File: src/design/plist_pkg.sv
// shared constants, codes and types of the positional list store
`default_nettype none

package plist_pkg;

	localparam int CAPACITY = 32;

	localparam int DATA_W  = 32;
	localparam int KIND_W  = 3;
	localparam int POS_W   = 6;
	localparam int COUNT_W = 6;
	localparam int STAT_W  = 2;

	// entry index and fill count widths follow from the capacity
	localparam int IDX_W = (CAPACITY > 1) ? $clog2(CAPACITY) : 1;
	localparam int CNT_W = $clog2(CAPACITY + 1);
	// common width for position and count arithmetic
	localparam int CMP_W = ((POS_W > CNT_W) ? POS_W : CNT_W) + 1;

	// operation codes
	localparam logic [KIND_W-1:0] KIND_INS_FRONT = 3'd0;
	localparam logic [KIND_W-1:0] KIND_INS_BACK  = 3'd1;
	localparam logic [KIND_W-1:0] KIND_INS_AT    = 3'd2;
	localparam logic [KIND_W-1:0] KIND_DEL_FRONT = 3'd3;
	localparam logic [KIND_W-1:0] KIND_DEL_BACK  = 3'd4;
	localparam logic [KIND_W-1:0] KIND_DEL_AT    = 3'd5;
	localparam logic [KIND_W-1:0] KIND_DUMP      = 3'd6;

	// status codes
	localparam logic [STAT_W-1:0] ST_OK     = 2'd0;
	localparam logic [STAT_W-1:0] ST_BADPOS = 2'd1;
	localparam logic [STAT_W-1:0] ST_FULL   = 2'd2;
	localparam logic [STAT_W-1:0] ST_EMPTY  = 2'd3;

	typedef enum logic [2:0] {
		S_IDLE,
		S_SHIFT,
		S_PUT,
		S_RESULT,
		S_DUMP_RD,
		S_DUMP_WAIT
	} state_t;

	// request bundle from the sequencer to the entry memory
	typedef struct packed {
		logic              rd_en;
		logic [IDX_W-1:0]  rd_addr;
		logic              wr_en;
		logic [IDX_W-1:0]  wr_addr;
		logic [DATA_W-1:0] wr_data;
	} mem_req_t;

endpackage

`default_nettype wire

File: src/design/plist_ram.sv
// entry memory: one write port, one read port with registered read data
`default_nettype none

module plist_ram import plist_pkg::*; (
	input  wire logic              clk,
	input  wire mem_req_t          req,
	output logic      [DATA_W-1:0] rd_data
);

	logic [DATA_W-1:0] mem [CAPACITY];

	always_ff @(posedge clk) begin
		if (req.wr_en) begin
			mem[req.wr_addr] <= req.wr_data;
		end
		if (req.rd_en) begin
			rd_data <= mem[req.rd_addr];
		end
	end

endmodule

`default_nettype wire

File: src/design/plist_ctrl.sv
// sequencer: operation decode, shift loop over the entry memory, dump walk, result register
`default_nettype none

module plist_ctrl import plist_pkg::*; (
	input  wire logic                     clk,
	input  wire logic                     arst_n,
	input  wire logic                     in_valid,
	output logic                          in_ready,
	input  wire logic        [KIND_W-1:0] kind,
	input  wire logic signed [DATA_W-1:0] value,
	input  wire logic        [POS_W-1:0]  position,
	output logic                          out_valid,
	input  wire logic                     out_ready,
	output logic signed      [DATA_W-1:0] item_value,
	output logic                          has_value,
	output logic                          last,
	output logic             [COUNT_W-1:0] entry_count,
	output logic             [STAT_W-1:0] status,
	output mem_req_t                      mem_req,
	input  wire logic        [DATA_W-1:0] mem_rd_data
);

	state_t state_q, state_d;

	logic [CNT_W-1:0]  len_q;
	logic [CNT_W-1:0]  cnt_q;
	logic [IDX_W-1:0]  rp_q;
	logic [IDX_W-1:0]  idx_q;
	logic [DATA_W-1:0] word_q;
	logic              ins_q;
	logic [STAT_W-1:0] status_q;

	logic              wv_s1;
	logic [IDX_W-1:0]  wa_s1;

	logic              out_valid_q;
	logic [DATA_W-1:0] out_value_q;
	logic              out_has_q;
	logic              out_last_q;
	logic [STAT_W-1:0] out_status_q;
	logic [COUNT_W-1:0] out_count_q;

	logic              in_fire;
	logic              out_free;
	logic              out_load;
	logic [DATA_W-1:0] ld_value;
	logic              ld_has;
	logic              ld_last;
	logic [STAT_W-1:0] ld_status;
	logic              dump_last;
	logic              shift_rd;

	logic [CMP_W-1:0]  posx;
	logic [CMP_W-1:0]  lenx;
	logic [CMP_W-1:0]  idx_w;
	logic [CMP_W-1:0]  cnt_w;
	logic [CMP_W-1:0]  rp_w;
	logic              full;
	logic              empty;
	logic [STAT_W-1:0] dec_status;
	logic              dec_shift;
	logic              dec_ins;
	logic              dec_dump;
	logic [CNT_W-1:0]  len_nx;

	assign in_fire  = in_valid & in_ready;
	assign out_free = ~out_valid_q | out_ready;
	assign posx     = CMP_W'(position);
	assign lenx     = CMP_W'(len_q);
	assign full     = (len_q >= CNT_W'(CAPACITY));
	assign empty    = (len_q == '0);
	assign dump_last = ((CMP_W'(rp_q) + CMP_W'(1)) == lenx);

	// operation decode against the current fill count
	always_comb begin
		dec_status = ST_OK;
		dec_shift  = 1'b0;
		dec_ins    = 1'b0;
		dec_dump   = 1'b0;
		idx_w      = '0;
		len_nx     = len_q;
		case (kind)
			KIND_INS_FRONT, KIND_INS_BACK: begin
				if (full) begin
					dec_status = ST_FULL;
				end else begin
					dec_shift = 1'b1;
					dec_ins   = 1'b1;
					idx_w     = (kind == KIND_INS_BACK) ? lenx : '0;
					len_nx    = len_q + CNT_W'(1);
				end
			end
			KIND_INS_AT: begin
				if (posx == '0 || posx > lenx + CMP_W'(1)) begin
					dec_status = ST_BADPOS;
				end else if (full) begin
					dec_status = ST_FULL;
				end else begin
					dec_shift = 1'b1;
					dec_ins   = 1'b1;
					idx_w     = posx - CMP_W'(1);
					len_nx    = len_q + CNT_W'(1);
				end
			end
			KIND_DEL_FRONT, KIND_DEL_BACK: begin
				if (empty) begin
					dec_status = ST_EMPTY;
				end else begin
					dec_shift = 1'b1;
					idx_w     = (kind == KIND_DEL_BACK) ? lenx - CMP_W'(1) : '0;
					len_nx    = len_q - CNT_W'(1);
				end
			end
			KIND_DEL_AT: begin
				if (empty) begin
					dec_status = ST_EMPTY;
				end else if (posx == '0 || posx > lenx) begin
					dec_status = ST_BADPOS;
				end else begin
					dec_shift = 1'b1;
					idx_w     = posx - CMP_W'(1);
					len_nx    = len_q - CNT_W'(1);
				end
			end
			KIND_DUMP: begin
				dec_dump = ~empty;
			end
			default: begin
			end
		endcase
		// moves and first read address of the shift loop
		if (dec_ins) begin
			cnt_w = lenx - idx_w;
			rp_w  = lenx - CMP_W'(1);
		end else begin
			cnt_w = lenx - CMP_W'(1) - idx_w;
			rp_w  = idx_w + CMP_W'(1);
		end
	end

	// next state
	always_comb begin
		state_d = state_q;
		case (state_q)
			S_IDLE: begin
				if (in_fire) begin
					if (dec_shift) begin
						state_d = S_SHIFT;
					end else if (dec_dump) begin
						state_d = S_DUMP_RD;
					end else begin
						state_d = S_RESULT;
					end
				end
			end
			S_SHIFT: begin
				if (cnt_q == '0) begin
					state_d = ins_q ? S_PUT : S_RESULT;
				end
			end
			S_PUT: begin
				state_d = S_RESULT;
			end
			S_RESULT: begin
				if (out_free) begin
					state_d = S_IDLE;
				end
			end
			S_DUMP_RD: begin
				state_d = S_DUMP_WAIT;
			end
			S_DUMP_WAIT: begin
				if (out_free) begin
					state_d = dump_last ? S_IDLE : S_DUMP_RD;
				end
			end
			default: begin
				state_d = S_IDLE;
			end
		endcase
	end

	// state outputs
	always_comb begin
		in_ready          = 1'b0;
		shift_rd          = 1'b0;
		mem_req.rd_en     = 1'b0;
		mem_req.rd_addr   = rp_q;
		out_load          = 1'b0;
		ld_value          = '0;
		ld_has            = 1'b0;
		ld_last           = 1'b1;
		ld_status         = status_q;
		case (state_q)
			S_IDLE: begin
				in_ready = 1'b1;
			end
			S_SHIFT: begin
				shift_rd      = (cnt_q != '0);
				mem_req.rd_en = shift_rd;
			end
			S_PUT: begin
			end
			S_RESULT: begin
				out_load = out_free;
			end
			S_DUMP_RD: begin
				mem_req.rd_en = 1'b1;
			end
			S_DUMP_WAIT: begin
				out_load  = out_free;
				ld_value  = mem_rd_data;
				ld_has    = 1'b1;
				ld_last   = dump_last;
				ld_status = ST_OK;
			end
			default: begin
			end
		endcase
		// shift writes land in the cycle after their reads; the new word goes in last
		mem_req.wr_en   = wv_s1 | (state_q == S_PUT);
		mem_req.wr_addr = wv_s1 ? wa_s1 : idx_q;
		mem_req.wr_data = wv_s1 ? mem_rd_data : word_q;
	end

	always_ff @(posedge clk or negedge arst_n) begin
		if (!arst_n) begin
			state_q     <= S_IDLE;
			len_q       <= '0;
			wv_s1       <= 1'b0;
			out_valid_q <= 1'b0;
		end else begin
			state_q <= state_d;
			wv_s1   <= shift_rd;
			if (in_fire) begin
				len_q <= len_nx;
			end
			if (out_load) begin
				out_valid_q <= 1'b1;
			end else if (out_ready) begin
				out_valid_q <= 1'b0;
			end
		end
	end

	always_ff @(posedge clk) begin
		if (in_fire) begin
			word_q   <= value;
			idx_q    <= IDX_W'(idx_w);
			cnt_q    <= CNT_W'(cnt_w);
			rp_q     <= dec_dump ? '0 : IDX_W'(rp_w);
			ins_q    <= dec_ins;
			status_q <= dec_status;
		end else if (shift_rd) begin
			cnt_q <= cnt_q - CNT_W'(1);
			rp_q  <= ins_q ? rp_q - IDX_W'(1) : rp_q + IDX_W'(1);
		end else if (state_q == S_DUMP_WAIT && out_free) begin
			rp_q <= rp_q + IDX_W'(1);
		end
		if (shift_rd) begin
			wa_s1 <= ins_q ? rp_q + IDX_W'(1) : rp_q - IDX_W'(1);
		end
		if (out_load) begin
			out_value_q  <= ld_value;
			out_has_q    <= ld_has;
			out_last_q   <= ld_last;
			out_status_q <= ld_status;
			out_count_q  <= COUNT_W'(len_q);
		end
	end

	assign out_valid   = out_valid_q;
	assign item_value  = $signed(out_value_q);
	assign has_value   = out_has_q;
	assign last        = out_last_q;
	assign entry_count = out_count_q;
	assign status      = out_status_q;

`ifndef SYNTH
	// fill count stays within capacity
	a_len_bound: assert property (@(posedge clk) disable iff (!arst_n)
		len_q <= CNT_W'(CAPACITY))
		else $error("fill count above capacity");

	// new-word write never collides with a trailing shift write
	a_put_alone: assert property (@(posedge clk) disable iff (!arst_n)
		state_q == S_PUT |-> !wv_s1)
		else $error("put overlaps shift write");

	// shift read never hits the entry being written in the same cycle
	a_no_rw_clash: assert property (@(posedge clk) disable iff (!arst_n)
		(wv_s1 && shift_rd) |-> (wa_s1 != rp_q))
		else $error("shift read and write on same entry");

	// an accepted beat always leaves idle
	a_busy_after_accept: assert property (@(posedge clk) disable iff (!arst_n)
		in_fire |=> state_q != S_IDLE)
		else $error("still idle after accept");

	// final dump beat returns the sequencer to idle
	a_dump_end: assert property (@(posedge clk) disable iff (!arst_n)
		(state_q == S_DUMP_WAIT && out_free && dump_last) |=> state_q == S_IDLE)
		else $error("dump did not end after last beat");
`endif

endmodule

`default_nettype wire

File: src/design/positional_list_store_top.sv
// top level of the positional list store: sequencer plus entry memory
//
//  channel  direction  handshake             payload
//  in       sink       in_valid / in_ready   kind, value, position
//  out      source     out_valid / out_ready item_value, has_value, last, entry_count, status
//
// insert at index k: entries k to the back move up one place, one memory move per cycle,
// then the new word is written; delete moves the entries after k down; dump sends each entry
// reset clears the fill count and the control state; the entry memory is not cleared,
// entries at or beyond the fill count are never read
// the result register lets a new beat be taken while the previous result is still held
// by a stalled sink; a stalled sink holds a dump walk at its current entry
`default_nettype none

module positional_list_store_top import plist_pkg::*; (
	input  wire logic                      clk,
	input  wire logic                      arst_n,
	// operation beats
	input  wire logic                      in_valid,
	output logic                           in_ready,
	input  wire logic        [KIND_W-1:0]  kind,
	input  wire logic signed [DATA_W-1:0]  value,
	input  wire logic        [POS_W-1:0]   position,
	// result beats
	output logic                           out_valid,
	input  wire logic                      out_ready,
	output logic signed      [DATA_W-1:0]  item_value,
	output logic                           has_value,
	output logic                           last,
	output logic             [COUNT_W-1:0] entry_count,
	output logic             [STAT_W-1:0]  status
);

	// memory request from the sequencer and registered read data back
	mem_req_t          mem_req;
	logic [DATA_W-1:0] mem_rd_data;

	// decode, shift loop, dump walk and result register
	plist_ctrl u_ctrl (
		.clk         (clk),
		.arst_n      (arst_n),
		.in_valid    (in_valid),
		.in_ready    (in_ready),
		.kind        (kind),
		.value       (value),
		.position    (position),
		.out_valid   (out_valid),
		.out_ready   (out_ready),
		.item_value  (item_value),
		.has_value   (has_value),
		.last        (last),
		.entry_count (entry_count),
		.status      (status),
		.mem_req     (mem_req),
		.mem_rd_data (mem_rd_data)
	);

	// list entries in order from the front, one read and one write per cycle
	plist_ram u_ram (
		.clk     (clk),
		.req     (mem_req),
		.rd_data (mem_rd_data)
	);

endmodule

`default_nettype wire
File: config.mk
export PLATFORM = sky130hd
export DESIGN_NAME = positional_list_store_top
export DESIGN_NICKNAME = d
export VERILOG_FILES = /design/src/design/plist_pkg.sv /design/src/design/plist_ram.sv /design/src/design/plist_ctrl.sv /design/src/design/positional_list_store_top.sv
export SDC_FILE = /design/constraint.sdc
export NUM_CORES = 1
export LEC_CHECK = 0
export BUFFER_PORTS_ARGS = -buffer_cell sky130_fd_sc_hd__buf_2
export CORE_MARGIN = 2
export CORE_UTILIZATION = 59
export CTS_BUF_LIST = sky130_fd_sc_hd__clkbuf_8 sky130_fd_sc_hd__clkbuf_16
export DETAILED_ROUTE_END_ITERATION = 8
export MAX_ROUTING_LAYER = met4
export PLACE_DENSITY = 0.86
export SETUP_SLACK_MARGIN = 0.05
export SYNTH_ARGS = -nofsm -noshare
export SYNTH_HDL_FRONTEND = slang
export SYNTH_SLANG_ARGS = --single-unit
File: constraint.sdc
create_clock -name clk -period 9.39 [get_ports clk]
set_input_delay 0.939 -clock clk [delete_from_list [all_inputs] [get_ports clk]]
set_output_delay 0.939 -clock clk [all_outputs]
set_load 0.1 [all_outputs]
# Word-level counts from Yosys, hierarchy flattened
# Memory sizes are Yosys's and may differ from the RTL's. A register that Yosys moved wholly into a read port is not among the register bits.
# Cells that the tools add are included.
[op_classes]
add_sub_neg = 12
magnitude_cmp = 3
n_eq_ne = 20
muxes = 59
bitwise_logic = 5
n_reduce_logical = 18
[op_table]
columns = ["operator", "count"]
rows = [
  ["2-to-1 mux 6 bit", 16],
  ["one-hot mux 6 bit (4 select lines)", 2],
  ["2-to-1 mux 5 bit", 8],
  ["2-to-1 mux 32 bit", 1],
  ["subtractor 6 x 1 -> 6 bit, second input constant", 4],
  ["2-to-1 mux 3 bit", 7],
  ["one-hot mux 3 bit (6 select lines)", 1],
  ["2-to-1 mux 1 bit", 16],
  ["equality test 3 bit, second input constant", 5],
  ["equality test 3 x 2 -> 1 bit, second input constant", 4],
  ["zero test 6 bit", 2],
  ["subtractor 6 bit", 2],
  ["adder 5 x 1 -> 5 bit, second input constant", 2],
  ["2-to-1 mux 2 bit", 4],
  ["inequality test 2 x 1 -> 1 bit, second input constant", 4],
  ["inequality test 2 bit, second input constant", 4],
  ["one-hot mux 2 bit (4 select lines)", 1],
  ["adder 6 x 1 -> 7 bit, second input constant", 1],
  ["equality test 7 x 6 -> 1 bit", 1],
  ["greater-than comparator 6 x 7 -> 1 bit", 1],
  ["zero test 7 bit", 1],
  ["adder 5 x 1 -> 6 bit, second input constant", 1],
  ["adder 6 x 1 -> 6 bit, second input constant", 1],
  ["equality test 3 x 1 -> 1 bit, second input constant", 2],
  ["other kinds (18)", 26],
]
[totals]
regBits = 109
mem_bits_rw = 1024
inputBits = 45
out_inout_bits = 44
wordCells = 134
memories = 1
[mem_list]
columns = ["memory", "depth", "width", "read_ports", "rd_ports_with_merged_regs", "wr", "line", "text"]
rows = [
  ["u_ram.mem", 32, 32, 1, 1, 1, "plist_ram.sv:10", "logic [DATA_W-1:0] mem [CAPACITY];"],
]

# Longest topological paths before layout
# Gate-level depths: netlist of run 1.
[logic_depth]
depth_word = 9
ltp_mapped = 20
mapped_depth_nobuf = 19

# Cells and area by module
# From an unflattened synthesis of run 1, not the netlist that was laid out.
[hier_totals]
hier_cells = 2799
area_unflattened_um2 = 47118.9
[modules_own_cells]
columns = ["mod", "instances", "cells_per_inst", "area_each_um2", "seq_area_each_um2"]
rows = [
  ["plist_ram", 1, 2260, 40812.9, 31710.4],
  ["plist_ctrl", 1, 539, 6306.0, 3218.1],
]

# Least setup slack after synthesis of run 1
# OpenSTA, ideal clock, no wires.
[synth_path]
kind = "register to register"
from = "register u_ctrl.state_q[1]"
to = "register u_ctrl.cnt_q[5], data pin"
setup_time_ns = 0.275
t_arrival_ns = 4.280
required_ns = 9.115
path_slack_ns = 4.835
stages_incl_launch_ff = 8
path_buffers = 1
synth_period_minus_slack_ns = 4.555
path_cell_list = "dfrtp_1 > clkbuf_1 > nor3_1 > nand2_1 > clkinv_1 > o21ai_0 > a211oi_1 > a221oi_2"
[synth_via]
elab_chain_cells = 4
[synth_lines]
columns = ["element", "line", "text"]
rows = [
  ["start: declaration", "plist_ctrl.sv:23", "state_t state_q, state_d;"],
  ["start signal: assignment", "plist_ctrl.sv:233", "state_q <= state_d;"],
  ["zero test 3 bit", "plist_ctrl.sv:194", "case (state_q)"],
  ["2-to-1 mux 1 bit", "plist_ctrl.sv:194", ""],
  ["named net in_ready", "positional_list_store_top.sv:20", "output logic in_ready,"],
  ["bitwise AND 1 bit", "plist_ctrl.sv:66", "assign in_fire = in_valid & in_ready;"],
  ["named net u_ctrl.in_fire", "plist_ctrl.sv:43", "logic in_fire;"],
  ["2-to-1 mux 6 bit", "plist_ctrl.sv:247", "if (in_fire) begin"],
  ["end signal: assignment", "plist_ctrl.sv:250", "cnt_q <= CNT_W'(cnt_w);"],
  ["end signal: assignment", "plist_ctrl.sv:255", "cnt_q <= cnt_q - CNT_W'(1);"],
  ["end: declaration", "plist_ctrl.sv:26", "logic [CNT_W-1:0] cnt_q;"],
]
# The timed path passes the listed nets, and every way through them passes these cells.
# A chain may end at the register's enable or synchronous reset.

# Final worst setup path of run 1
[layout_path]
from = "register u_ctrl.len_q[2]"
to = "register u_ctrl.cnt_q[5], data pin"
[layout_via]
elab_chain_cells = 8
elab_cells_between_ends = 24
classes_between = "add/sub (4); order compare (3); mux (14); reduce/logical (3)"
[layout_lines]
columns = ["element", "line", "text"]
rows = [
  ["start: declaration", "plist_ctrl.sv:25", "logic [CNT_W-1:0] len_q;"],
  ["start signal: assignment", "plist_ctrl.sv:236", "len_q <= len_nx;"],
  ["adder 6 x 1 -> 7 bit or greater-than comparator 6 bit (tied branches)", "plist_ctrl.sv:94, plist_ctrl.sv:117", ""],
  ["greater-than comparator 6 x 7 -> 1 bit or logical OR 1 bit (tied branches)", "plist_ctrl.sv:94, plist_ctrl.sv:117", ""],
  ["logical OR 1 bit or 2-to-1 mux 6 bit (tied branches)", "plist_ctrl.sv:94, plist_ctrl.sv:117", ""],
  ["2-to-1 mux 6 bit (on tied branches)", "plist_ctrl.sv:94, plist_ctrl.sv:115", ""],
  ["one-hot mux 6 bit (4 select lines) (*)", "plist_ctrl.sv:82", "case (kind)"],
  ["named net u_ctrl.idx_w[0]", "plist_ctrl.sv:55", "logic [CMP_W-1:0] idx_w;"],
  ["subtractor 6 bit (on tied branches)", "plist_ctrl.sv:136, plist_ctrl.sv:133", ""],
  ["2-to-1 mux 6 bit (*)", "plist_ctrl.sv:132", "if (dec_ins) begin"],
  ["2-to-1 mux 6 bit (*)", "plist_ctrl.sv:247", ""],
]
# Mark *: on every way through the listed nets, which the timed path passes. The rest lies on a longest branch.

==> results_dict.tcl, run 1 <==
set metrics [dict create \
    r2r-end "u_ctrl.cnt_q[5]" \
    hold_viol 0 \
    synth_top_family_by_area "multiplexers" \
    synth_area_mm2 0.0460 \
    synth_cell_types 70 \
    hold_buffers 0 \
    relSlewSlack_pct 16.2 \
    final_core_util_pct 66.7 \
    antenna_found_initial 0 \
    clock_path_buffers 3 \
    io_pins 89 \
    first_pass_iters 8 \
    die_x_um 283 \
    comb_power_share_pct 31.5 \
    synth_edf_count 1154 \
    die_h_um 283 \
    tightest_slew_ps 1260 \
    synth_area_leaders "edfxtp_1 (75%), mux4_2 (16%), mux2_2 (1.7%), ha_1 (0.71%), xnor2_1 (0.69%)" \
    synth-seq-cells 1165 \
    critPathLaunchType "register" \
    start_util_pct 59.5 \
    dp_hpwl_um 60700 \
    p_seq_share_pct 41.9 \
    route.met3.wl_um 15500 \
    reg2reg_slack_ps 4640 \
    grt_pass1_vias 24308 \
    slowest_delay_ps 650 \
    finalWirelength_um 127000 \
    hold_slack_ps 139 \
    cts-resized-gates 0 \
    synth-compound-area-share_pct 1.57 \
    synth_fa_ha_area_share_pct 0.750 \
    clock_skew_ps 39.4 \
    coreArea_mm2 0.0773 \
    r2r-start "u_ctrl.len_q[2]" \
    synthMuxAreaShare_pct 17.5 \
    yosys.area_share.xor_xnor_pct 0.818 \
    status "finished, final reports clean" \
    drc 0 \
    cts.clk_slew.worst_paths_ps 70 \
    grt_pass1_wl_um 180000 \
    worstPathCellList "clkinv_1, nor3_1, xnor2_1, ha_1, nand3_1, a21o_1, a21oi_2, nor2_1, a211o_1, ha_1, nor2b_1, o21ai_0, a21boi_0, o21a_1, o21ai_0, a211oi_1, a221oi_2" \
    min_path_type "in -> async" \
    rr_worst_depth 17 \
    rows 102 \
    diodes 0 \
    syn_inst 2059 \
    p_sw_uw 5680 \
    internal_power_uw 11600 \
    final_area_mm2 0.0516 \
    ys_seq_area_share_pct 75.9 \
    peakVddDrop_mv 0.344 \
    power_density_mw_per_mm2 336 \
    finish.net_count 2275 \
    antenna_left 0 \
    wl_met2_um 62400 \
    synth_largest_area_cell "edfxtp_1" \
    clk_latency_ps 700 \
    cp-end-kind "register" \
    pwr-share-clk_pct 26.6 \
    drv_cap 0 \
    setup_violations 0 \
    criticalPathCategory "reg -> reg" \
    dp_worst_setup_slack_ps 4790 \
    root_buffer "clkbuf_16" \
    fmax_mhz 211 \
    layout_setup_ws_ps 4640 \
    power.static_leakage_uw 0.0164 \
    final_cell_mix "edfxtp_1 (1154), mux4_2 (320), clkbuf_16 (111)" \
    grt_max_degree 130 \
    min_period_over_period_pct 50.6 \
    crit_required_ps 9810 \
    num_vias 24247 \
    drt-initial-drc-count 4099 \
    overflow 0 \
    synth_top_cell_area_share_pct 75.3 \
    crit_fanout 11 \
    swShare_pct 32.8 \
    grt_usage_pct 32.9 \
    synth_ff_type "edfxtp_1" \
    yosys_warnings 0 \
    yosys.area_share.simple_pct 2.16 \
    drive_above_1_share_pct 32.7 \
    port-buffer-count 88 \
    wl_met1_um 42400 \
    setup-tns-final_ps 0 \
    synth_nets 2131 \
    maxSlewViolCount 0 \
    drt-vias-per-instance 7.27 \
    htreeDepth 3 \
    post-route-min-period_ps 4750 \
    grt_setup_unrepaired "no" \
    dieArea_mm2 0.0803 \
    cp_slowest_cell "dfrtp_1" \
    routed.top_layer "met4" \
    postCtsSetupRepairBufs 0 \
    layout_commonest_cell "edfxtp_1" \
    gp_congestion 0.865 \
    cts-buffers-inserted 108 \
    syn2layout_area_growth_pct 12.1 \
    async_flop_share_pct 0.944 \
    crit_arrival_ps 5170 \
    routedWlPerCell_um 38.0 \
    cts.sinks 1165 \
    cts_tree "done" \
    post_dp_cell_area_mm2 0.0479 \
    syn_area_per_cell_um2 22.4 \
]
## layout make-up
class                      instances  area (um2)
sequential                      1165       34900
fill                            4479       25700
multi-input combinational        760       10700
clock buffer                     111        2780
tap                             1040        1300
clock inverter                    89         893
timing repair buffer             138         828
inverter                          30         120
## critical path: cells and delay by family (launching register included)
kind	cells	cell delay [ps]
AO/OA/AOI/OAI	9	2100
AND/OR/NAND/NOR	4	680
flip-flops	1	650
adder cells (fa/ha/maj)	2	580
buffers and inverters	1	350
XOR/XNOR	1	120
## power by group through the flow
stage	logic [uW]	registers (uW)	clock network (uW)
2_1_floorplan	3530	7560	0
3_5_place_dp	5250	7310	0
4_1_cts	5430	7240	4640
3_3_place_gp	5000	7270	0
5_1_grt	5700	7270	4810
6_report	5450	7250	4620
## through the flow
stage          cells  power [uW]
3_3_place_gp    3133       12300
5_1_grt         3333       17800
2_1_floorplan   2059       11100
6_report        3333       17300
4_1_cts         3333       17300
3_5_place_dp    3133       12600
## registers in the layout, summed over array words and instances (netlist names), 3 cells and up
signal              cells
u_ctrl.state_q          3
u_ctrl.len_q            6
u_ram.rd_data          32
u_ctrl.rp_q             5
u_ctrl.wa_s1            5
u_ctrl.word_q          32
u_ctrl.entry_count      6
u_ctrl.cnt_q            6
u_ctrl.idx_q            5
u_ram.mem            1024
u_ctrl.item_value      32
## metal layers
| metal | GRT usage, % | up-vias |
|---|---|---|
| met5 | - | - |
| met4 | 14.7 | 0 |
| met3 | 6.69 | 478 |
| met2 | 51.2 | 2424 |
| met1 | 42.7 | 12424 |
| li1 | - | 8921 |
## Yosys cell counts (all sizes together), types with 5 or more instances
cell    count
mux2       68
a211oi      7
xnor2      36
a31oi      11
nor3       13
o21ai      23
edfxtp   1154
o32ai       5
and3        5
nand2      38
nor4        6
ha         26
buf        56
xor2        7
nor2b       8
a21o        7
clkbuf     48
inv        26
mux2i       7
dfrtp      11
nor2       55
a21oi      19
o31ai       9
and2       36
mux4      320
nand3       9
## logic make-up after synthesis
| family | count (synthesis) |
|---|---|
| AOI/OAI and AO/OA | 103 |
| xor gates and xnor gates | 43 |
| adders and majority gates | 27 |
| buffers and inverters | 134 |
| DFF | 1165 |
| muxes | 395 |
| and+or+nand+nor | 192 |
## how the worst max path moves through the flow
stage,start,to,slack (ps),depth (start not counted)
final,u_ctrl.len_q[2],u_ctrl.cnt_q[5],4640,17
after CTS,u_ctrl.len_q[2],u_ctrl.cnt_q[5],4720,17
after detailed placement,u_ctrl.len_q[2],u_ctrl.cnt_q[5],4790,17
after floorplan,u_ctrl.state_q[1],u_ctrl.cnt_q[5],4830,7
after global placement,u_ctrl.len_q[2],u_ctrl.cnt_q[5],4950,17
after global routing,u_ctrl.len_q[2],u_ctrl.cnt_q[5],4420,17
(Power assumes the default switching activity.)
==> inputs of run 2 (changes only) <==
==> constraint.sdc (replaced) <==
create_clock -name clk -period 4.5 [get_ports clk]
set_input_delay 0.45 -clock clk [delete_from_list [all_inputs] [get_ports clk]]
set_output_delay 0.45 -clock clk [all_outputs]
set_load 0.1 [all_outputs]
==> run 2 against run 1 <==
- combinational power grew 120%
- final area grew 1.3%
- critical path depth grew 2
- sequential share of layout area shrank 0.87 points
- register-to-register slack lost 4300 ps
- sequential power grew 110%
- clock power grew 100%
- largest cell class unchanged
==> results_dict.tcl, run 2 (synthesis results as in run 1) <==
set metrics [dict create \
    criticalPathCategory "reg -> reg" \
    die_h_um 283 \
    antenna_left 0 \
    gp_congestion 0.847 \
    grt_pass1_wl_um 179000 \
    maxSlewViolCount 0 \
    antenna_found_initial 1 \
    grt_pass1_vias 24359 \
    syn2layout_area_growth_pct 13.5 \
    r2r-end "u_ctrl.cnt_q[5]" \
    relSlewSlack_pct 22.0 \
    setup-tns-final_ps 0 \
    io_pins 89 \
    rows 102 \
    start_util_pct 59.5 \
    cts_tree "done" \
    layout_commonest_cell "edfxtp_1" \
    largest-register "u_ram.mem" \
    reg2reg_slack_ps 360 \
    postCtsSetupRepairBufs 0 \
    power_density_mw_per_mm2 694 \
    coreArea_mm2 0.0773 \
    largest_reg_flops 1024 \
    num_vias 24118 \
    root_buffer "clkbuf_16" \
    grt_max_degree 103 \
    drive_above_1_share_pct 32.5 \
    clock_path_buffers 3 \
    crit_fanout 8 \
    dp_hpwl_um 64600 \
    min_path_type "in -> reg" \
    totalPowerFinal_uw 36300 \
    drv_cap 0 \
    post-route-min-period_ps 4140 \
    r2r-start "u_ctrl.len_q[1]" \
    min_period_over_period_pct 92.0 \
    cts-buffers-inserted 108 \
    worstSetupStartpoint "u_ctrl.len_q[1]" \
    cts.clk_slew.worst_paths_ps 60 \
    clock_skew_ps 26.8 \
    cts.sinks 1165 \
    die_x_um 283 \
    finish.net_count 2328 \
    cp-end-kind "register" \
    drc 0 \
    crit_arrival_ps 4530 \
    power.static_leakage_uw 0.0167 \
    fmax_mhz 242 \
    hold_viol 0 \
    dieArea_mm2 0.0803 \
    final_cell_mix "edfxtp_1 (1154), mux4_2 (320), clkbuf_16 (111)" \
    clk_latency_ps 680 \
    overflow 0 \
    crit_path_end "u_ctrl.cnt_q[5]" \
    htreeDepth 3 \
    peakVddDrop_mv 0.493 \
    first_pass_iters 6 \
    drt-initial-drc-count 3870 \
    grt_usage_pct 32.4 \
    status "finished, final reports clean" \
    crit_required_ps 4890 \
    drt-vias-per-instance 7.12 \
    port-buffer-count 88 \
    rr_worst_depth 19 \
    critPathLaunchType "register" \
    grt_setup_unrepaired "no" \
    routedWlPerCell_um 37.1 \
    finalWirelength_um 126000 \
    final_area_mm2 0.0523 \
    tightest_slew_ps 1170 \
    post_dp_cell_area_mm2 0.0483 \
    setup_violations 0 \
]
## run 2: cell count changes in the layout (fill, tap and decap cells not counted), moves of 2 or more
cell | previous run | this run
buf_12 | 1 | 22
bufinv_16 | 16 | 12
inv_1 | 34 | 45
dlygate4sd3_1 | 0 | 33
clkbuf_8 | 0 | 3
clkinvlp_4 | 12 | 9
clkinv_1 | 22 | 20
## run 2: area by class of cell
cell class	count	area, um2
sequential	1165	34900
fill	4396	25100
multi-input combinational	760	10800
clock buffer	114	2820
timing repair buffer	191	1570
tap	1040	1300
clock inverter	88	762
inverter	30	120
antenna	1	2.50
## run 2: how the worst min path moves through the flow
stage               from                to  slack, ps  cells after the start
6_report       out_ready  u_ctrl.out_valid        170                      3
5_1_grt        out_ready  u_ctrl.out_valid        190                      3
3_3_place_gp      arst_n  u_ctrl.out_valid        370                      1
2_1_floorplan     arst_n   u_ctrl.len_q[0]        150                      0
3_5_place_dp      arst_n  u_ctrl.out_valid        370                      1
4_1_cts        out_ready  u_ctrl.out_valid        140                      3
## run 2: what timing repair did
action | in CTS | in global routing
hold buffers | 33 | 0
setup endpoints to repair | 0 | 1
gates resized for setup | 0 | 1
hold endpoints to repair | 43 | 0
## run 2: per-stage QoR
stage	hold slack [ps]	util (%)	worst slack [ps]	cells
final	169	67.6	360	3389
after global routing	193	67.6	99.7	3389
after CTS	142	67.6	294	3388
after detailed placement	371	62.5	323	3153
after global placement	370	62.5	373	3153
after floorplan	154	-	606	2059
## run 2: critical path, cell delays in order (launching register included)
cell,delay [ps]
dfrtp_1,460
ha_1,250
nand3_1,180
xnor2_1,170
ha_1,290
a21o_1,160
a21oi_1,230
a21oi_4,130
o31ai_4,250
nand2_4,140
nor2_1,120
a21oi_1,70
ha_1,280
nor2b_1,130
o21ai_0,110
a21boi_0,290
o21a_1,170
o21ai_0,90
a211oi_1,290
a221oi_2,50
## run 2: report_power, final
group / total [uW] / switching, uW / internal, uW
Sequential: 15200 / 634 / 14500
Combinational: 11800 / 7230 / 4520
Clock: 9370 / 4140 / 5230
Total: 36300 / 12000 / 24300
## run 2: routing by layer
layer	routed length, um	GRT usage, %	vias up
li1	-	-	9036
met1	41700	40.5	12537
met2	64000	52.9	2112
met3	13800	5.99	433
met4	6120	13.7	0
met5	0	-	-
